### src/assert_macros.svh
// Concurrent assertion helpers, clocked on i_clk and disabled in reset.
`ifndef ASSERT_MACROS_SVH
`define ASSERT_MACROS_SVH

`define ASSERT_IMPL(lbl, clk, rst_n, prop, msg) \
    lbl: assert property (@(posedge clk) disable iff (!rst_n) prop) else $error(msg);

`define ASSERT_CHK(lbl, prop, msg) `ASSERT_IMPL(lbl, i_clk, i_rst_n, prop, msg)

`endif

### src/btrt_pkg.sv
package btrt_pkg;

    localparam int IN_DATA_W  = 8;
    localparam int OUT_DATA_W = 16;
    localparam int CFG_ADDR_W = 3;
    localparam int CFG_DATA_W = 16;

    localparam int TICK_W = 16;
    localparam int FREQ_W = 8;
    localparam int LOCK_W = 8;

    localparam int DIV_STEPS = TICK_W;
    localparam int DIV_CNT_W = $clog2(DIV_STEPS);
    localparam int REM_W     = FREQ_W + 2;

    localparam logic [LOCK_W-1:0] LOCK_RST    = 8'd50;
    localparam logic [TICK_W-1:0] REPORT_RST  = 16'd5000;
    localparam logic [TICK_W-1:0] TPS_RST     = 16'd1000;
    localparam logic [FREQ_W-1:0] MIN_F_RST   = 8'd1;
    localparam logic [FREQ_W-1:0] MAX_F_RST   = 8'd255;
    localparam logic [FREQ_W-1:0] FREQ_RST    = 8'd3;

    typedef enum logic [CFG_ADDR_W-1:0] {
        CFG_LOCKOUT  = 3'd0,
        CFG_REPORT   = 3'd1,
        CFG_TPS      = 3'd2,
        CFG_MIN_FREQ = 3'd3,
        CFG_MAX_FREQ = 3'd4
    } t_cfg_addr;

    typedef struct packed {
        logic start;
        logic step;
        logic finish;
    } t_dp_cmd;

    typedef struct packed {
        logic out_busy;
    } t_dp_sts;

endpackage

### src/btrt_ctrl.sv
`include "assert_macros.svh"

module btrt_ctrl
    import btrt_pkg::*;
(
    input  logic    i_clk,
    input  logic    i_rst_n,
    input  logic    i_s_tvalid,
    output logic    o_s_tready,
    input  t_dp_sts i_sts,
    output t_dp_cmd o_cmd
);

    typedef enum logic [2:0] {
        S_IDLE = 3'b001,
        S_DIV  = 3'b010,
        S_FIN  = 3'b100
    } t_state;

    t_state               r_state, n_state;
    logic [DIV_CNT_W-1:0] r_cnt, n_cnt;

    assign o_s_tready = (r_state == S_IDLE);

    always_comb begin
        n_state      = r_state;
        n_cnt        = r_cnt;
        o_cmd.start  = 1'b0;
        o_cmd.step   = 1'b0;
        o_cmd.finish = 1'b0;
        unique case (r_state)
            S_IDLE: begin
                if (i_s_tvalid) begin
                    o_cmd.start = 1'b1;
                    n_cnt       = '0;
                    n_state     = S_DIV;
                end
            end
            S_DIV: begin
                o_cmd.step = 1'b1;
                n_cnt      = r_cnt + 1'b1;
                if (r_cnt == DIV_CNT_W'(DIV_STEPS - 1)) begin
                    n_state = S_FIN;
                end
            end
            S_FIN: begin
                if (!i_sts.out_busy) begin
                    o_cmd.finish = 1'b1;
                    n_state      = S_IDLE;
                end
            end
            default: n_state = S_IDLE;
        endcase
    end

    always_ff @(posedge i_clk) begin
        if (!i_rst_n) begin
            r_state <= S_IDLE;
            r_cnt   <= '0;
        end else begin
            r_state <= n_state;
            r_cnt   <= n_cnt;
        end
    end

    `ASSERT_CHK(a_start_enters_div, o_cmd.start |=> (r_state == S_DIV && r_cnt == '0), "start did not enter divide")
    `ASSERT_CHK(a_fin_after_steps, (r_state == S_FIN) |-> (r_cnt == '0), "divide step count wrong")

endmodule

### src/btrt_datapath.sv
`include "assert_macros.svh"

module btrt_datapath
    import btrt_pkg::*;
(
    input  logic                  i_clk,
    input  logic                  i_rst_n,
    input  logic                  i_cfg_we,
    input  logic [CFG_ADDR_W-1:0] i_cfg_addr,
    input  logic [CFG_DATA_W-1:0] i_cfg_wdata,
    input  logic                  i_up_level,
    input  logic                  i_down_level,
    input  t_dp_cmd               i_cmd,
    output t_dp_sts               o_sts,
    output logic                  o_out_valid,
    input  logic                  i_out_ready,
    output logic                  o_led_on,
    output logic [FREQ_W-1:0]     o_frequency,
    output logic                  o_raised,
    output logic                  o_lowered,
    output logic                  o_report_due
);

    logic [LOCK_W-1:0] r_lock_ticks;
    logic [TICK_W-1:0] r_report_int;
    logic [TICK_W-1:0] r_tps;
    logic [FREQ_W-1:0] r_min_f;
    logic [FREQ_W-1:0] r_max_f;

    logic [TICK_W-1:0] r_tick, r_last_toggle, r_last_report;
    logic [FREQ_W-1:0] r_freq;
    logic              r_led;
    logic              r_up_prev, r_dn_prev;
    logic [LOCK_W-1:0] r_up_lock, r_dn_lock;
    logic              r_raised, r_lowered;

    logic [TICK_W-1:0] r_quo;
    logic [REM_W-1:0]  r_rem;

    logic              r_out_valid;

    logic              up_press, dn_press;
    logic [FREQ_W-1:0] freq_up, n_freq;
    logic              up_inc, dn_dec;
    logic [LOCK_W-1:0] up_lock_ld, dn_lock_ld;
    logic [REM_W-1:0]  divisor, rem_sh;
    logic              rem_ge;
    logic [TICK_W-1:0] toggle_elapsed, report_elapsed;
    logic              toggle_hit, report_hit;

    always_ff @(posedge i_clk) begin
        if (!i_rst_n) begin
            r_lock_ticks <= LOCK_RST;
            r_report_int <= REPORT_RST;
            r_tps        <= TPS_RST;
            r_min_f      <= MIN_F_RST;
            r_max_f      <= MAX_F_RST;
        end else if (i_cfg_we) begin
            unique case (i_cfg_addr)
                CFG_LOCKOUT:  r_lock_ticks <= i_cfg_wdata[LOCK_W-1:0];
                CFG_REPORT:   r_report_int <= i_cfg_wdata;
                CFG_TPS:      r_tps        <= i_cfg_wdata;
                CFG_MIN_FREQ: r_min_f      <= i_cfg_wdata[FREQ_W-1:0];
                CFG_MAX_FREQ: r_max_f      <= i_cfg_wdata[FREQ_W-1:0];
                default: ;
            endcase
        end
    end

    always_comb begin
        up_press   = i_up_level & ~r_up_prev & (r_up_lock == '0);
        up_inc     = up_press & (r_freq < r_max_f);
        freq_up    = up_inc ? r_freq + 1'b1 : r_freq;
        up_lock_ld = up_press ? r_lock_ticks : r_up_lock;

        dn_press   = i_down_level & ~r_dn_prev & (r_dn_lock == '0);
        dn_dec     = dn_press & (freq_up > r_min_f) & (freq_up > FREQ_W'(1));
        n_freq     = dn_dec ? freq_up - 1'b1 : freq_up;
        dn_lock_ld = dn_press ? r_lock_ticks : r_dn_lock;
    end

    assign divisor = {1'b0, r_freq, 1'b0};
    assign rem_sh  = {r_rem[REM_W-2:0], r_quo[TICK_W-1]};
    assign rem_ge  = (rem_sh >= divisor);

    assign toggle_elapsed = r_tick - r_last_toggle;
    assign report_elapsed = r_tick - r_last_report;
    assign toggle_hit     = (toggle_elapsed >= r_quo);
    assign report_hit     = (report_elapsed >= r_report_int);

    always_ff @(posedge i_clk) begin
        if (!i_rst_n) begin
            r_tick        <= '0;
            r_last_toggle <= '0;
            r_last_report <= '0;
            r_freq        <= FREQ_RST;
            r_led         <= 1'b0;
            r_up_prev     <= 1'b1;
            r_dn_prev     <= 1'b1;
            r_up_lock     <= '0;
            r_dn_lock     <= '0;
        end else if (i_cmd.start) begin
            r_tick    <= r_tick + 1'b1;
            r_freq    <= n_freq;
            r_up_prev <= i_up_level;
            r_dn_prev <= i_down_level;
            r_up_lock <= (up_lock_ld != '0) ? up_lock_ld - 1'b1 : up_lock_ld;
            r_dn_lock <= (dn_lock_ld != '0) ? dn_lock_ld - 1'b1 : dn_lock_ld;
        end else if (i_cmd.finish) begin
            if (toggle_hit) begin
                r_last_toggle <= r_tick;
                r_led         <= ~r_led;
            end
            if (report_hit) begin
                r_last_report <= r_tick;
            end
        end
    end

    always_ff @(posedge i_clk) begin
        if (i_cmd.start) begin
            r_raised  <= up_inc;
            r_lowered <= dn_dec;
            r_quo     <= r_tps;
            r_rem     <= '0;
        end else if (i_cmd.step) begin
            r_rem <= rem_ge ? rem_sh - divisor : rem_sh;
            r_quo <= {r_quo[TICK_W-2:0], rem_ge};
        end
    end

    always_ff @(posedge i_clk) begin
        if (!i_rst_n) begin
            r_out_valid <= 1'b0;
        end else if (i_cmd.finish) begin
            r_out_valid <= 1'b1;
        end else if (i_out_ready) begin
            r_out_valid <= 1'b0;
        end
    end

    always_ff @(posedge i_clk) begin
        if (i_cmd.finish) begin
            o_led_on     <= r_led ^ toggle_hit;
            o_frequency  <= r_freq;
            o_raised     <= r_raised;
            o_lowered    <= r_lowered;
            o_report_due <= report_hit;
        end
    end

    assign o_out_valid  = r_out_valid;
    assign o_sts.out_busy = r_out_valid & ~i_out_ready;

    `ASSERT_CHK(a_freq_nonzero, (r_freq != '0), "blink frequency reached zero")
    `ASSERT_CHK(a_rem_below_div, i_cmd.step |=> (r_rem < divisor), "divider remainder out of range")

endmodule

### src/button_tuned_blink_rate_timer.sv
// An accepted input beat runs 16 divide steps and a finish step before its output
// beat is valid; the finish step waits while the previous output is not yet taken.
// The bit-serial half-period divider takes no new beat until done with the last one.
// A new input beat is taken while the previous result still waits on the output.
// Reset (i_rst_n low, synchronous) loads register defaults, frequency 3, LED off,
// counters and lockouts cleared, and empties the output.
module button_tuned_blink_rate_timer
    import btrt_pkg::*;
(
    input  logic                  i_clk,
    input  logic                  i_rst_n,
    input  logic                  i_cfg_we,
    input  logic [CFG_ADDR_W-1:0] i_cfg_addr,
    input  logic [CFG_DATA_W-1:0] i_cfg_wdata,
    input  logic                  i_s_tvalid,
    output logic                  o_s_tready,
    input  logic [IN_DATA_W-1:0]  i_s_tdata,  // up_level, down_level, zero pad
    output logic                  o_m_tvalid,
    input  logic                  i_m_tready,
    output logic [OUT_DATA_W-1:0] o_m_tdata   // led_on, frequency[7:0], raised, lowered,
                                              // report_due, zero pad
);

    t_dp_cmd           cmd;
    t_dp_sts           sts;
    logic              led_on, raised, lowered, report_due;
    logic [FREQ_W-1:0] frequency;

    btrt_ctrl u_ctrl (
        .i_clk      (i_clk),
        .i_rst_n    (i_rst_n),
        .i_s_tvalid (i_s_tvalid),
        .o_s_tready (o_s_tready),
        .i_sts      (sts),
        .o_cmd      (cmd)
    );

    btrt_datapath u_datapath (
        .i_clk        (i_clk),
        .i_rst_n      (i_rst_n),
        .i_cfg_we     (i_cfg_we),
        .i_cfg_addr   (i_cfg_addr),
        .i_cfg_wdata  (i_cfg_wdata),
        .i_up_level   (i_s_tdata[0]),
        .i_down_level (i_s_tdata[1]),
        .i_cmd        (cmd),
        .o_sts        (sts),
        .o_out_valid  (o_m_tvalid),
        .i_out_ready  (i_m_tready),
        .o_led_on     (led_on),
        .o_frequency  (frequency),
        .o_raised     (raised),
        .o_lowered    (lowered),
        .o_report_due (report_due)
    );

    assign o_m_tdata = {4'b0000, report_due, lowered, raised, frequency, led_on};

endmodule

### config.mk
export PLATFORM = sky130hd
export DESIGN_NAME = button_tuned_blink_rate_timer
export DESIGN_NICKNAME = d
export VERILOG_FILES = /design/src/btrt_pkg.sv /design/src/btrt_ctrl.sv /design/src/btrt_datapath.sv /design/src/button_tuned_blink_rate_timer.sv
export VERILOG_INCLUDE_DIRS = /design/src /design/src/src
export SDC_FILE = /design/constraint.sdc
export NUM_CORES = 1
export LEC_CHECK = 0
export BUFFER_PORTS_ARGS = -buffer_cell sky130_fd_sc_hd__buf_2
export CORE_UTILIZATION = 54
export DETAILED_ROUTE_END_ITERATION = 16
export PLACE_DENSITY_LB_ADDON = 0.15
export SYNTH_ARGS = -nofsm -noshare
export SYNTH_HDL_FRONTEND = slang
export SYNTH_SLANG_ARGS = --single-unit
export TNS_END_PERCENT = 100
### constraint.sdc
create_clock -name i_clk -period 4.56 [get_ports i_clk]
set_clock_uncertainty 0.2 [all_clocks]
set_input_delay 0.228 -clock i_clk [delete_from_list [all_inputs] [get_ports i_clk]]
set_output_delay 0.228 -clock i_clk [all_outputs]
set_load 0.01 [all_outputs]
==> qor.csv <==
metric,value,unit
global-route wire length before repair,40900,um
"Clk Latency, worst-skew pair",440,ps
Port Buffer Count,39,
minimum clock period,4390,ps
Crit Path Max Fanout,4,
status,finished clean,
floorplan row count,51,
Worst-Margin Slew,1190,ps
setup TNS,0,ps
die height,143,um
peak supply drop,0.000337,V
pin count of the biggest net entering global routing,87,
crit path kind,reg2reg,
starting density of the core,0.551,
final net count,1492,
Setup crit end kind,flop,
share of power burned in registers,0.402,
routed length per instance,15.7,um
clock buffer count from CTS,17,
switch share,0.327,
CP Data Arrival Time,4550,ps
vias in the first global route,8093,
Clock Sinks,178,
most frequent cells in the layout,"235 x nand2_1, 148 x dfxtp_1, 104 x inv_1",
synth warn,0,
Synth area leaders,"dfxtp_1 28%, ha_1 11%, edfxtp_1 8.4%",
global route overflow,0,
fin util,0.631,
Worst-path clk slew,70,ps
number of library cell types mapped by synthesis,73,
max-cap viol count,0,
logic gate share of total power,0.279,
Die X,143,um
GR Util All Layers,0.258,
initial antenna violation count,1,
area grow syn2layout,14.5,%
Post-Route WL,25700,um
min-delay worst type,in2reg,
htree depth,4,
DR pass1 iterations,5,
Inst Count DP,1582,
count of flip-flops with a built-in enable after synthesis,30,
Finished Layout Cells,1643,
final HPWL from detailed placement,18100,um
DP Area,11200,um2
"most common cell after layout, fill and taps aside",nand2_1,
Cell Pwr Density,365,nW/um2
slowest cell on the critical path,a22o_2,
Mean Syn Cell Area,8.21,um2
"FFs w/ async S/R, synth",0,
DP Worst Slack,60.3,ps
Root Driver,clkbuf_16,
clk buf depth,2,
Yosys reg bits,178,
top-area cell type share of the netlist area,0.277,
DRT iter0 DRCs,693,
Worst Path Buf+Inv,2,
max incr delay on CP,340,ps
family with the most delay on the worst path,compound AO/OA/AOI/OAI gates,
relative slew slack,0.201,
CP Cell Sequence,"inv_1, ha_4, a211oi_2, nor2_2, a2111oi_4, nand2_1, nor3_2, nand3_2, xnor2_2, ha_1, nand4_1, a21oi_2, o31ai_1, a22o_2, a211o_1, buf_4, xnor2_2, or3_4, nand3_2",
final hold violation count,0,
post-route setup slack,172,ps
ys flop type,dfxtp_1,
CTS tree,done,
"antenna viol nets, final",0,
fill cell count,1689,
clock share of power,0.319,
Placeable Area,19400,um2
"Slew Viols, Final",0,
sequential share of the synthesized area,0.362,
share of cells above drive strength 1,0.115,
maximum clock frequency,228,MHz
cell area after synthesis,10700,um2
vias per cell,5.57,
Pleak,4.99,nW
DIE AREA,20400,um2
Pint,0.00301,W
routability cong.,0.890,
Remaining DRCs,0,
Required @ worst endpoint,4730,ps
post-synth top area cell,dfxtp_1,
Reg2Reg Setup Slack,170,ps
Final Cycle Share,0.962,
NetSw,0.00146,W
count of final setup violators,0,
Critical Path Start Type,flop,
Syn Inst Count,1302,
IO Pins,50,
final instance area,12200,um2
vias,9159,
## cells by family after synthesis
family          after synthesis  share of synthesized area
other cells                   1                   0.000351
flops                       178                      0.362
fa+ha+maj                    96                      0.115
simple gates                486                      0.211
xor+xnor                     59                     0.0484
buf+inv                     165                     0.0609
mux                          47                     0.0443
compound gates              270                      0.159
## per-layer routing
layer	share of wire	wire length, um	GRT usage	vias up
met2	0.45	11500	0.403	221
met3	0.056	1430	0.0466	20
met4	0.0090	231	0.0594	0
met5	0	0	0	-
met1	0.49	12500	0.368	4304
li1	-	-	-	4614
## power by group through the flow
stage / Combinational, W / Clock (W) / Sequential (W)
after floorplan: 0.000955 / 0 / 0.00181
after global placement: 0.00117 / 0 / 0.00182
after detailed placement: 0.00119 / 0 / 0.00183
after CTS: 0.00122 / 0.00144 / 0.00179
after global routing: 0.00140 / 0.00151 / 0.00181
final: 0.00124 / 0.00142 / 0.00180
## path summary, 6_finish.rpt
kind | startpoint | to | cells past startpoint
max | u_datapath.r_max_f[5] | u_datapath.r_freq[0] | 19
min | i_cfg_addr[1] | u_datapath.r_report_int[0] | 5
max reg2reg | u_datapath.r_max_f[5] | u_datapath.r_freq[0] | 19
min reg2reg | u_datapath.r_lowered | u_datapath.o_lowered | 0
## metrics by stage
| stage | hold WS, ps | power, W |
|---|---|---|
| finish | 171 | 0.00447 |
| global placement | 205 | 0.00299 |
| global route | 179 | 0.00472 |
| detailed placement | 205 | 0.00302 |
| CTS | 160 | 0.00445 |
| floorplan | 152 | 0.00276 |
## cells in the mapped netlist, drive strengths merged, types with 3 or more instances
cell type / number
o21a: 4
inv: 106
and2: 5
xnor2: 34
nor3: 25
a21o: 18
o311ai: 4
a21oi: 99
ha: 93
a211oi: 9
and3: 15
clkbuf: 46
a22oi: 5
fa: 3
or2: 10
dfxtp: 148
a211o: 5
xor2: 25
nand2: 235
o21bai: 4
edfxtp: 30
or3: 12
nand4: 11
mux2i: 45
nor2: 80
a31oi: 13
nand3: 50
o211ai: 16
o21ai: 68
nor2b: 16
nor4: 5
a2111oi: 5
nand2b: 9
buf: 12
## worst reg2reg max path, cell delays in order (launching register included)
cell	delay, ps
dfxtp_1	300
inv_1	120
ha_4	230
a211oi_2	280
nor2_2	100
a2111oi_4	260
nand2_1	170
nor3_2	260
nand3_2	140
xnor2_2	170
ha_1	310
nand4_1	180
a21oi_2	180
o31ai_1	80
a22o_2	340
a211o_1	300
buf_4	160
xnor2_2	150
or3_4	340
nand3_2	80
## repair_timing
action / in CTS / in global routing
hold buffers: 21 / 0
resized for setup: 0 / 31
buffers inserted: 0 / 7
hold endpoints to repair: 66 / 0
setup endpoints to repair: 0 / 25
## registers in the layout (all words and copies together), names as in the netlist, 4 cells and up
register	flops
u_ctrl.r_cnt	4
u_datapath.o_frequency	8
u_datapath.r_dn_lock	8
u_datapath.r_freq	8
u_datapath.r_last_report	16
u_datapath.r_last_toggle	16
u_datapath.r_lock_ticks	8
u_datapath.r_max_f	8
u_datapath.r_min_f	8
u_datapath.r_quo	16
u_datapath.r_rem	9
u_datapath.r_report_int	16
u_datapath.r_tick	16
u_datapath.r_tps	16
u_datapath.r_up_lock	8
## cell type report
type	count	area, um2	area share
inverter	107	402	0.0328
sequential	178	3860	0.316
antenna	1	2.50	0.000204
multi-input combinational	962	6360	0.520
clock inverter	12	106	0.00869
timing repair buffer	98	716	0.0585
clock buffer	20	458	0.0374
tap	265	332	0.0271
Note: power is estimated with default switching activity, not from simulation.
